==> config.mk <==
export PLATFORM = sky130hd
export DESIGN_NAME = gpio_port_with_pin_interrupts
export DESIGN_NICKNAME = d
export VERILOG_FILES = /design/src/design/gpio_pkg.sv /design/src/design/gpio_edge_det.sv /design/src/design/gpio_rsp_buf.sv /design/src/design/gpio_port_with_pin_interrupts.sv
export VERILOG_INCLUDE_DIRS = /design/src /design/src/design
export SDC_FILE = /design/constraint.sdc
export NUM_CORES = 1
export LEC_CHECK = 0
export CAP_MARGIN = 20
export CORE_MARGIN = 2
export CORE_UTILIZATION = 50
export CTS_BUF_LIST = sky130_fd_sc_hd__clkbuf_4
export DETAILED_ROUTE_END_ITERATION = 7
export DONT_BUFFER_PORTS = 1
export HOLD_SLACK_MARGIN = 0.08
export PLACE_DENSITY = 0.76
export RECOVER_POWER = 50
export SETUP_SLACK_MARGIN = 0.02
export SYNTH_ARGS = -nofsm -noshare
export SYNTH_HDL_FRONTEND = slang
export SYNTH_HIERARCHICAL = 1
export SYNTH_SLANG_ARGS = --single-unit
==> constraint.sdc <==
create_clock -name clock -period 8.38 [get_ports clock]
set_input_delay 1.676 -clock clock [delete_from_list [all_inputs] [get_ports clock]]
set_output_delay 1.676 -clock clock [all_outputs]
set_load 0.02 [all_outputs]
==> src/design/gpio_port_with_pin_interrupts_assert.svh <==
// Assertion macros shared by the GPIO port.
// Each macro checks one implication on the rising clock edge, with reset
// switching the check off.
`ifndef GPIO_PORT_WITH_PIN_INTERRUPTS_ASSERT_SVH
`define GPIO_PORT_WITH_PIN_INTERRUPTS_ASSERT_SVH

// Consequent must hold in the same cycle as the antecedent.
`define GPIO_ASSERT_NOW(label, clk, rst, ante, cons, msg) \
   label: assert property (@(posedge clk) disable iff (rst) (ante) |-> (cons)) \
      else $error(msg);

// Consequent must hold in the cycle after the antecedent.
`define GPIO_ASSERT_NEXT(label, clk, rst, ante, cons, msg) \
   label: assert property (@(posedge clk) disable iff (rst) (ante) |=> (cons)) \
      else $error(msg);

`endif

==> src/design/gpio_pkg.sv <==
package gpio_pkg;

   // Operation codes carried in the func field.
   localparam logic [1:0] FUNC_READ  = 2'd0;
   localparam logic [1:0] FUNC_WRITE = 2'd1;
   localparam logic [1:0] FUNC_TICK  = 2'd2;

   // Register numbering.
   localparam logic [2:0] REG_DATA   = 3'd0;
   localparam logic [2:0] REG_DIR    = 3'd1;
   localparam logic [2:0] REG_CFG_LO = 3'd2;
   localparam logic [2:0] REG_CFG_HI = 3'd3;
   localparam logic [2:0] REG_MASK   = 3'd4;
   localparam logic [2:0] REG_STATUS = 3'd5;
   localparam logic [2:0] REG_BOTH   = 3'd6;

   // Per-pin interrupt trigger modes.
   localparam logic [1:0] MODE_LOW  = 2'd0;
   localparam logic [1:0] MODE_HIGH = 2'd1;
   localparam logic [1:0] MODE_RISE = 2'd2;
   localparam logic [1:0] MODE_FALL = 2'd3;

   // Pins covered by one configuration word.
   localparam int HALF_PINS = 16;

   typedef struct packed {
      logic [1:0]  func;
      logic [2:0]  reg_index;
      logic [31:0] write_data;
      logic [31:0] pad_levels;
   } req_type;

   typedef struct packed {
      logic [31:0] read_data;
      logic [31:0] pin_drive;
      logic [31:0] output_enable;
      logic        irq;
   } rsp_type;

endpackage

==> src/design/gpio_edge_det.sv <==
// Per-pin interrupt condition check against the new and previous pad sample.
module gpio_edge_det #(
   parameter int PIN_COUNT = 32
) (
   input  logic [PIN_COUNT-1:0] pads,
   input  logic [PIN_COUNT-1:0] prev_pads,
   input  logic [PIN_COUNT-1:0] both_sel,
   input  logic [31:0]          cfg_lo,
   input  logic [31:0]          cfg_hi,
   output logic [PIN_COUNT-1:0] hits
);

   localparam int Half = gpio_pkg::HALF_PINS;

   for (genvar p = 0; p < PIN_COUNT; p++) begin : g_pin
      logic [1:0] mode;
      logic       hit;

      if (p < Half) begin : g_lo
         assign mode = cfg_lo[2*p +: 2];
      end else begin : g_hi
         assign mode = cfg_hi[2*(p-Half) +: 2];
      end

      always_comb begin
         if (both_sel[p]) begin
            hit = pads[p] ^ prev_pads[p];
         end else begin
            case (mode)
               gpio_pkg::MODE_LOW:  hit = !pads[p];
               gpio_pkg::MODE_HIGH: hit = pads[p];
               gpio_pkg::MODE_RISE: hit = pads[p] & !prev_pads[p];
               gpio_pkg::MODE_FALL: hit = !pads[p] & prev_pads[p];
               default:             hit = 1'b0;
            endcase
         end
      end

      assign hits[p] = hit;
   end

endmodule

==> src/design/gpio_rsp_buf.sv <==
// Result register with one skid entry, so a new word can be taken while the
// previous result is still held by the receiver.
module gpio_rsp_buf (
   input  logic              clock,
   input  logic              reset,
   input  logic              push,
   input  gpio_pkg::rsp_type push_data,
   output logic              full,
   output logic              rsp_valid,
   input  logic              rsp_stall,
   output gpio_pkg::rsp_type rsp_data
);

   logic              out_valid_ff, out_valid_in;
   logic              skid_valid_ff, skid_valid_in;
   gpio_pkg::rsp_type out_ff, out_in;
   gpio_pkg::rsp_type skid_ff, skid_in;
   logic              pop;

   assign pop = out_valid_ff && !rsp_stall;

   always_comb begin
      out_valid_in  = out_valid_ff;
      skid_valid_in = skid_valid_ff;
      out_in        = out_ff;
      skid_in       = skid_ff;
      if (skid_valid_ff) begin
         if (pop) begin
            out_in        = skid_ff;
            skid_valid_in = 1'b0;
         end
      end else if (push) begin
         if (!out_valid_ff || pop) begin
            out_in       = push_data;
            out_valid_in = 1'b1;
         end else begin
            skid_in       = push_data;
            skid_valid_in = 1'b1;
         end
      end else if (pop) begin
         out_valid_in = 1'b0;
      end
   end

   always_ff @(posedge clock) begin
      if (reset) begin
         out_valid_ff  <= 1'b0;
         skid_valid_ff <= 1'b0;
      end else begin
         out_valid_ff  <= out_valid_in;
         skid_valid_ff <= skid_valid_in;
      end
      out_ff  <= out_in;
      skid_ff <= skid_in;
   end

   assign full      = skid_valid_ff;
   assign rsp_valid = out_valid_ff;
   assign rsp_data  = out_ff;

endmodule

==> src/design/gpio_port_with_pin_interrupts.sv <==
// A result word is registered in the result register, or in the skid entry while that is held, before it reaches rsp.
// Throughput: one request per cycle while req_stall is low; every access and tick is a single pass of bitwise logic.
// The result register has a one-word skid entry, so the port stalls only when both are full.
// Reset is synchronous and active high; it clears every port register, the previous pad
// sample and the result buffer, leaving all pins as inputs with interrupts masked.
`include "gpio_port_with_pin_interrupts_assert.svh"

module gpio_port_with_pin_interrupts #(
   parameter int PIN_COUNT = 32
) (
   input  logic              clock,
   input  logic              reset,
   input  logic              req_valid,
   output logic              req_stall,
   input  gpio_pkg::req_type req_data,
   output logic              rsp_valid,
   input  logic              rsp_stall,
   output gpio_pkg::rsp_type rsp_data
);

   // Port registers. Only the pins that exist are stored; the two
   // configuration words are held in full, although fields of absent pins
   // have no effect on the interrupt logic.
   logic [PIN_COUNT-1:0] data_ff,   data_in;
   logic [PIN_COUNT-1:0] dir_ff,    dir_in;
   logic [PIN_COUNT-1:0] mask_ff,   mask_in;
   logic [PIN_COUNT-1:0] status_ff, status_in;
   logic [PIN_COUNT-1:0] both_ff,   both_in;
   logic [PIN_COUNT-1:0] prev_ff,   prev_in;
   logic [31:0]          cfg_lo_ff, cfg_lo_in;
   logic [31:0]          cfg_hi_ff, cfg_hi_in;

   logic                 accept;
   logic [PIN_COUNT-1:0] wdata_pins;
   logic [PIN_COUNT-1:0] pad_pins;
   logic [PIN_COUNT-1:0] hits;
   logic [31:0]          read_value;
   gpio_pkg::rsp_type    rsp_next;
   logic                 buf_full;

   assign accept     = req_valid && !req_stall;
   assign wdata_pins = req_data.write_data[PIN_COUNT-1:0];
   assign pad_pins   = req_data.pad_levels[PIN_COUNT-1:0];

   // Interrupt conditions for a tick, comparing the new pad levels with the
   // sample taken on the previous tick.
   gpio_edge_det #(
      .PIN_COUNT (PIN_COUNT)
   ) u_edge_det (
      .pads      (pad_pins),
      .prev_pads (prev_ff),
      .both_sel  (both_ff),
      .cfg_lo    (cfg_lo_ff),
      .cfg_hi    (cfg_hi_ff),
      .hits      (hits)
   );

   // Each accepted word either reads a register, writes one, or samples the
   // pads. Results reflect the state after the word has taken effect.
   always_comb begin
      data_in    = data_ff;
      dir_in     = dir_ff;
      mask_in    = mask_ff;
      status_in  = status_ff;
      both_in    = both_ff;
      prev_in    = prev_ff;
      cfg_lo_in  = cfg_lo_ff;
      cfg_hi_in  = cfg_hi_ff;
      read_value = '0;
      if (accept) begin
         case (req_data.func)
            gpio_pkg::FUNC_READ: begin
               unique case (req_data.reg_index)
                  // Input pins read back the last pad sample, output pins
                  // their driven value.
                  gpio_pkg::REG_DATA:
                     read_value = 32'((data_ff & dir_ff) | (prev_ff & ~dir_ff));
                  gpio_pkg::REG_DIR:    read_value = 32'(dir_ff);
                  gpio_pkg::REG_CFG_LO: read_value = cfg_lo_ff;
                  gpio_pkg::REG_CFG_HI: read_value = cfg_hi_ff;
                  gpio_pkg::REG_MASK:   read_value = 32'(mask_ff);
                  gpio_pkg::REG_STATUS: read_value = 32'(status_ff);
                  gpio_pkg::REG_BOTH:   read_value = 32'(both_ff);
                  default:              read_value = '0;
               endcase
            end
            gpio_pkg::FUNC_WRITE: begin
               unique case (req_data.reg_index)
                  gpio_pkg::REG_DATA:   data_in   = wdata_pins;
                  gpio_pkg::REG_DIR:    dir_in    = wdata_pins;
                  gpio_pkg::REG_CFG_LO: cfg_lo_in = req_data.write_data;
                  gpio_pkg::REG_CFG_HI: cfg_hi_in = req_data.write_data;
                  gpio_pkg::REG_MASK:   mask_in   = wdata_pins;
                  // Status is write-one-to-clear.
                  gpio_pkg::REG_STATUS: status_in = status_ff & ~wdata_pins;
                  gpio_pkg::REG_BOTH:   both_in   = wdata_pins;
                  default: ;
               endcase
            end
            gpio_pkg::FUNC_TICK: begin
               // Status bits are set whatever the mask; level modes set
               // them again on every tick while the level holds.
               status_in = status_ff | hits;
               prev_in   = pad_pins;
            end
            default: ;
         endcase
      end
   end

   always_comb begin
      rsp_next.read_data     = read_value;
      rsp_next.pin_drive     = 32'(data_in);
      rsp_next.output_enable = 32'(dir_in);
      rsp_next.irq           = |(status_in & mask_in);
   end

   always_ff @(posedge clock) begin
      if (reset) begin
         data_ff   <= '0;
         dir_ff    <= '0;
         mask_ff   <= '0;
         status_ff <= '0;
         both_ff   <= '0;
         prev_ff   <= '0;
         cfg_lo_ff <= '0;
         cfg_hi_ff <= '0;
      end else begin
         data_ff   <= data_in;
         dir_ff    <= dir_in;
         mask_ff   <= mask_in;
         status_ff <= status_in;
         both_ff   <= both_in;
         prev_ff   <= prev_in;
         cfg_lo_ff <= cfg_lo_in;
         cfg_hi_ff <= cfg_hi_in;
      end
   end

   // Result register plus skid entry; the request side stalls only when the
   // skid entry is occupied.
   gpio_rsp_buf u_rsp_buf (
      .clock     (clock),
      .reset     (reset),
      .push      (accept),
      .push_data (rsp_next),
      .full      (buf_full),
      .rsp_valid (rsp_valid),
      .rsp_stall (rsp_stall),
      .rsp_data  (rsp_data)
   );

   assign req_stall = buf_full;

   // A tick may only add status bits, never remove them.
   `GPIO_ASSERT_NEXT(a_tick_keeps_status, clock, reset,
      !reset && accept && req_data.func == gpio_pkg::FUNC_TICK,
      (status_ff & $past(status_ff)) == $past(status_ff),
      "pad tick cleared an interrupt status bit")

   // Writing ones to status clears those bits.
   `GPIO_ASSERT_NEXT(a_status_w1c, clock, reset,
      !reset && accept && req_data.func == gpio_pkg::FUNC_WRITE &&
      req_data.reg_index == gpio_pkg::REG_STATUS,
      (status_ff & $past(wdata_pins)) == '0,
      "status bits survived a write-one-to-clear")

   // The port stalls only while a result is waiting on the rsp side.
   `GPIO_ASSERT_NOW(a_stall_has_result, clock, reset,
      req_stall,
      rsp_valid,
      "request stalled with no result pending")

   // A register read leaves the port state untouched.
   `GPIO_ASSERT_NEXT(a_read_no_side_effect, clock, reset,
      !reset && accept && req_data.func == gpio_pkg::FUNC_READ,
      $stable(data_ff) && $stable(dir_ff) && $stable(status_ff) && $stable(prev_ff),
      "register read changed port state")

endmodule

# After elaboration in Yosys (flattened, before gate mapping)
# Cells that the tools add are included.
word_totals:
  register_bits: 452
  latchBits: 0
  mem_bits_rw: 0
  romBits: 0
  output_inout_bits: 99
  n_memories: 0
classes:
  n_addsub: 0
  multipliers: 0
  div: 0
  order_cmp: 0
  eq_ne: 106
  n_shift: 0
  mux: 89
  bitwise_logic: 106
  reduce_logical: 115
ops:
  columns: ["operator", "n"]
  rows:
  - ["2-to-1 mux 97 bit", 4]
  - ["2-to-1 mux 32 bit", 12]
  - ["one-hot mux 32 bit (7 select lines)", 1]
  - ["equality test 2 bit (second input constant)", 65]
  - ["AND 32 bit", 4]
  - ["one-hot mux 1 bit (4 select lines)", 32]
  - ["logical NOT 1 bit", 67]
  - ["equality test 2 x 1 -> 1 bit (second input constant)", 33]
  - ["logical NOT 2 bit", 33]
  - ["AND 1 bit", 64]
  - ["inverter 32 bit", 2]
  - ["OR 32 bit", 2]
  - ["one-hot mux 32 bit (2 select lines)", 1]
  - ["2-to-1 mux 1 bit", 39]
  - ["OR reduction 32 bit", 1]
  - ["XOR 1 bit", 32]
  - ["AND reduction 3 bit", 6]
  - ["equality test 3 bit (second input constant)", 3]
  - ["equality test 3 x 2 -> 1 bit (second input constant)", 2]
  - ["nonzero test 2 bit", 3]
  - ["equality test 3 x 1 -> 1 bit (second input constant)", 1]
  - ["logical NOT 3 bit", 1]
  - ["logical AND 1 bit", 2]
  - ["inequality test 2 x 1 -> 1 bit (second input constant)", 1]
  - ["other kinds (4)", 5]

# Logic depth before layout (Yosys ltp)
depth:
  depth_word: 12
  mapped_depth: 12

# Cells and area by module
# Netlist, hierarchy kept.
modules_own_cells:
  columns: ["module", "n_inst", "cells_per_inst", "area_per_inst_um2"]
  rows:
  - ["gpio_port_with_pin_interrupts", 1, 1458, 11995.3]
  - ["gpio_rsp_buf", 1, 314, 7536.0]
  - ["gpio_edge_det", 1, 368, 2782.7]

# Worst setup path before layout
# OpenSTA, ideal clock, no wires.
synth_path:
  path_type: "input port to flip-flop"
  start: "in req_valid"
  end: "reg u_rsp_buf.out_ff (netlist bit u_rsp_buf/rsp_data[0]) (enable)"
  arrival_time_ns: 6.417
  slack_ns: 1.384
  stages: 3
  path_buffers: 0
  cell_sequence: "and2b_1 nand2b_1 a21boi_1"
synth_between:
  elab_chain_cells: 3
synth_rtl:
  columns: ["element", "line", "source"]
  rows:
  - ["start: declaration", "gpio_port_with_pin_interrupts.sv:13", "input logic req_valid,"]
  - ["logical AND 1 bit", "gpio_port_with_pin_interrupts.sv:41", "assign accept = req_valid && !req_stall;"]
  - ["nonzero test 2 bit (no line)", null, null]
  - ["AND reduction 3 bit (no line)", null, null]
  - ["end signal: assignment", "gpio_rsp_buf.sv:53", "out_ff <= out_in;"]
  - ["end: declaration", "gpio_rsp_buf.sv:16", "gpio_pkg::rsp_type out_ff, out_in;"]
# Every way passes these cells.
# A chain may end at the register's enable or synchronous reset.

# Worst setup path after layout
layout_path:
  start: "reg u_rsp_buf.skid_valid_ff (netlist: u_rsp_buf/full)"
  end: "reg prev_ff[31]"
layout_between:
  elab_chain_cells: 3
layout_rtl:
  columns: ["element", "line", "source"]
  rows:
  - ["start: declaration", "gpio_rsp_buf.sv:15", "logic skid_valid_ff, skid_valid_in;"]
  - ["start signal: assignment", "gpio_rsp_buf.sv:51", "skid_valid_ff <= skid_valid_in;"]
  - ["logical NOT 1 bit", "gpio_port_with_pin_interrupts.sv:41", null]
  - ["logical AND 1 bit", "gpio_port_with_pin_interrupts.sv:41", null]
  - ["named net accept", "gpio_port_with_pin_interrupts.sv:33", "logic accept;"]
  - ["AND reduction 2 bit (no line)", null, null]
  - ["end signal: assignment", "gpio_port_with_pin_interrupts.sv:134", "prev_ff <= prev_in;"]
  - ["end: declaration", "gpio_port_with_pin_interrupts.sv:29", "logic [PIN_COUNT-1:0] prev_ff, prev_in;"]
# The timed path passes the listed nets, and every way through them passes these cells.

==> flow_summary.toml <==
[run_status]
status = "complete, but fails checks"
violations = "DRC, capacitance limit, slew limit"

[routing]
viasPerCell = 6.01
wirelength_met1_um = 28700
drtAntennaViolNets = 0
met3_length_um = 7880
topRoutingLayerUsed = "met4"
wl_per_cell_um = 24.1
routed_wl_um = 67200
firstDrtPassIters = 8
dr_wl_met2_um = 28800
drtIter0Drc = 2038
drc_errors = 4
vias = 16800

[cts]
worstSkewPairLatency_ns = 0.87
htree_levels = 3
cts_buffers = 112
cts_tree = "built"
clk_path_buf_depth = 3
cts_setup_buffers = 0
clk_pin_slew_ns = 0.06
cts_hold_buf = 0
ctsResizeCount = 0
clockRootBuffer = "clkbuf_4"
clock-sinks = 452

[yosys]
synth_area_per_cell_um2 = 10.4
synth-compound-area-share_pct = 13.4
synth_xor_xnor_area_share_pct = 0
synth_nets = 2280
muxShareOfSynthArea_pct = 14.4
synth_async_sr_flop_share_pct = 0
ys_warn_count = 6
synth_area_leaders = "edfxtp_1, dfxtp_1, a21oi_1"
synth_seq_cells = 452
synthSimpleGateAreaFrac_pct = 12.9
syn_area_um2 = 22300
yosysTopAreaCell = "edfxtp_1"
ys.flop_type = "dfxtp_1"
synth_top_family_by_area = "multiplexers"
synthCells = 2140
yosysTopAreaCellShare_pct = 26.1
synth_edf_count = 194
ys_types = 54
synth-adder-area-share_pct = 3.76
yosysSeqAreaShare_pct = 49.3

[placement]
gp_congestion = 0.932
dp_hpwl_um = 45100
dpl-instance-area_um2 = 22300
io_buffers = 0

[min_path]
whs_endpoint = "cfg_hi_ff[26]"
hp-class = "reg2reg"
holdPathStages = 2
worstHoldStart = "cfg_hi_ff[26]"

[power_and_ir_drop]
p_per_area_nw_per_um2 = 194
p_leak_nw = 9.05
finalPower_mw = 4.62
irDropWorstVdd_mv = 0.0866

[run]
cap_viol_max_count = 7

[timing]
whs_ns = 0.485
rsz0062_at_grt = "no"
finalCritPeriodShare_pct = 79.4
finalSetupViolations = 0
period_needed_ns = 6.66
max_clock_freq_mhz = 150
slew_headroom_pct = -188
worst_slew_pin_slew_ns = 4.31
setup_tns_ns = 0
fin_skew_ns = 0.0518
finalHoldViolCount = 0
slew_viol_final = 258

[die]
die_y_um = 215
dieWidth_um = 215
dieArea_um2 = 46300
fp-row-count = 77
design.core.area_um2 = 44100
initial_core_util_pct = 50.6
pin_count = 172

[final_layout]
final_nets = 2246
mostFrequentLayoutCell = "nand2_1"
final_cell_mix = "nand2_1, a21oi_1, dfxtp_1, edfxtp_1, clkbuf_4"
fin_area_um2 = 23800
area_delta_synth_final_pct = 6.45
drive_gt1_share_pct = 17.8

[critical_path]
path_class = "reg2reg"
critPathMaxStageDelay_ns = 3.07
path_cells = "buf_4 > clkbuf_1 > and2b_1 > nand2_1 > nand2_1 > a21oi_1"
required_ns = 9.12
timing.rr.start = "u_rsp_buf/full"
slowest_stage = "clkbuf_1"
rrSetupSlack_ns = 1.72
r2r-end = "prev_ff[31]"
worstPathArrival_ns = 7.39
critPathLaunchType = "flop"
r2r_cells = 6
crit_path_frequent_cell = "nand2_1"
cp_max_fo = 55
end_kind = "flop"

[global_route]
grt_pass1_wl_um = 99500
grt-ovfl-total = 0
grt_pass1_vias = 16000
grt_max_degree = 259
antenna_found_initial = 1
grt.total_usage_pct = 28.4
## Yosys cell counts, types with 4 or more instances
library cell,n
a2111oi_0,14
a2111oi_1,24
a211o_1,24
a211oi_1,17
a21boi_0,8
a21o_1,16
a21oi_1,273
a221oi_1,11
a222oi_1,12
a22o_1,7
a22oi_1,21
and2b_1,4
buf_1,5
buf_12,9
buf_2,33
buf_4,35
clkbuf_1,84
dfxtp_1,258
edfxtp_1,194
ha_1,67
inv_1,114
mux2_1,10
mux2_2,104
mux2_4,89
mux2i_1,60
nand2_1,291
nand2b_1,5
nand3_1,21
nand4b_1,16
nor2_1,64
nor2b_1,115
nor3_1,34
nor3b_1,27
o21ai_0,35
o22ai_1,8
o32ai_1,5
## layout make-up
cell class                      instances  area (um2)
Antenna cell                            1        2.50
Clock buffer                          166        1250
Clock inverter                         42         245
Fill cell                            3865       20400
Inverter                              114         428
Multi-Input combinational cell       1405        9950
Sequential cell                       452       11000
Tap cell                              592         741
Timing Repair Buffer                   21         146
## logic make-up after synthesis
kind of cell               count (synthesis)
adders and majority gates                 67
muxes                                    263
buffers and inverters                    283
and+or+nand+nor                          595
AOI/OAI and AO/OA                        480
DFF                                      452
## worst max-delay path, delay by kind of cell, from the launching register on
| kind | cells | cell delay [ns] |
|---|---|---|
| compound gates | 1 | 0.22 |
| buf+inv | 2 | 3.84 |
| flops | 1 | 0.43 |
| simple gates | 3 | 2.00 |
## layer usage
metal / vias to the layer above / track usage [%]
met2: 962 / 41.2
met4: 0 / 10.9
li1: 7595 / -
met1: 8101 / 39.8
met3: 119 / 8.38
met5: - / 0
## worst max-delay path by stage
stage                        start               endpoint  slack, ns  cells past startpoint
finish              u_rsp_buf/full            prev_ff[31]       1.72                      6
global route        u_rsp_buf/full            prev_ff[29]       1.48                      6
CTS                   req_data[68]  u_rsp_buf/rsp_data[0]       3.22                     10
detailed placement    req_data[68]  u_rsp_buf/rsp_data[0]       2.31                     10
global placement      req_data[68]  u_rsp_buf/rsp_data[0]       2.47                     10
floorplan                req_valid  u_rsp_buf/rsp_data[0]       1.38                      3
## power by group
group	total, mW	switching [mW]	internal, mW
combinational	0.263	0.162	0.101
clock	1.91	0.907	1.00
sequential	2.45	0.0847	2.36
total	4.62	1.15	3.46
## per-stage QoR
stage / setup WS, ns / utilization, % / cells
6_report: 1.72 / 53.8 / 2793
5_1_grt: 1.48 / 53.8 / 2793
4_1_cts: 3.22 / 53.9 / 2791
3_5_place_dp: 2.31 / 50.5 / 2583
3_3_place_gp: 2.47 / 50.5 / 2583
2_1_floorplan: 1.38 / - / 2140
No activity file was read; power rests on OpenSTA's default activity.
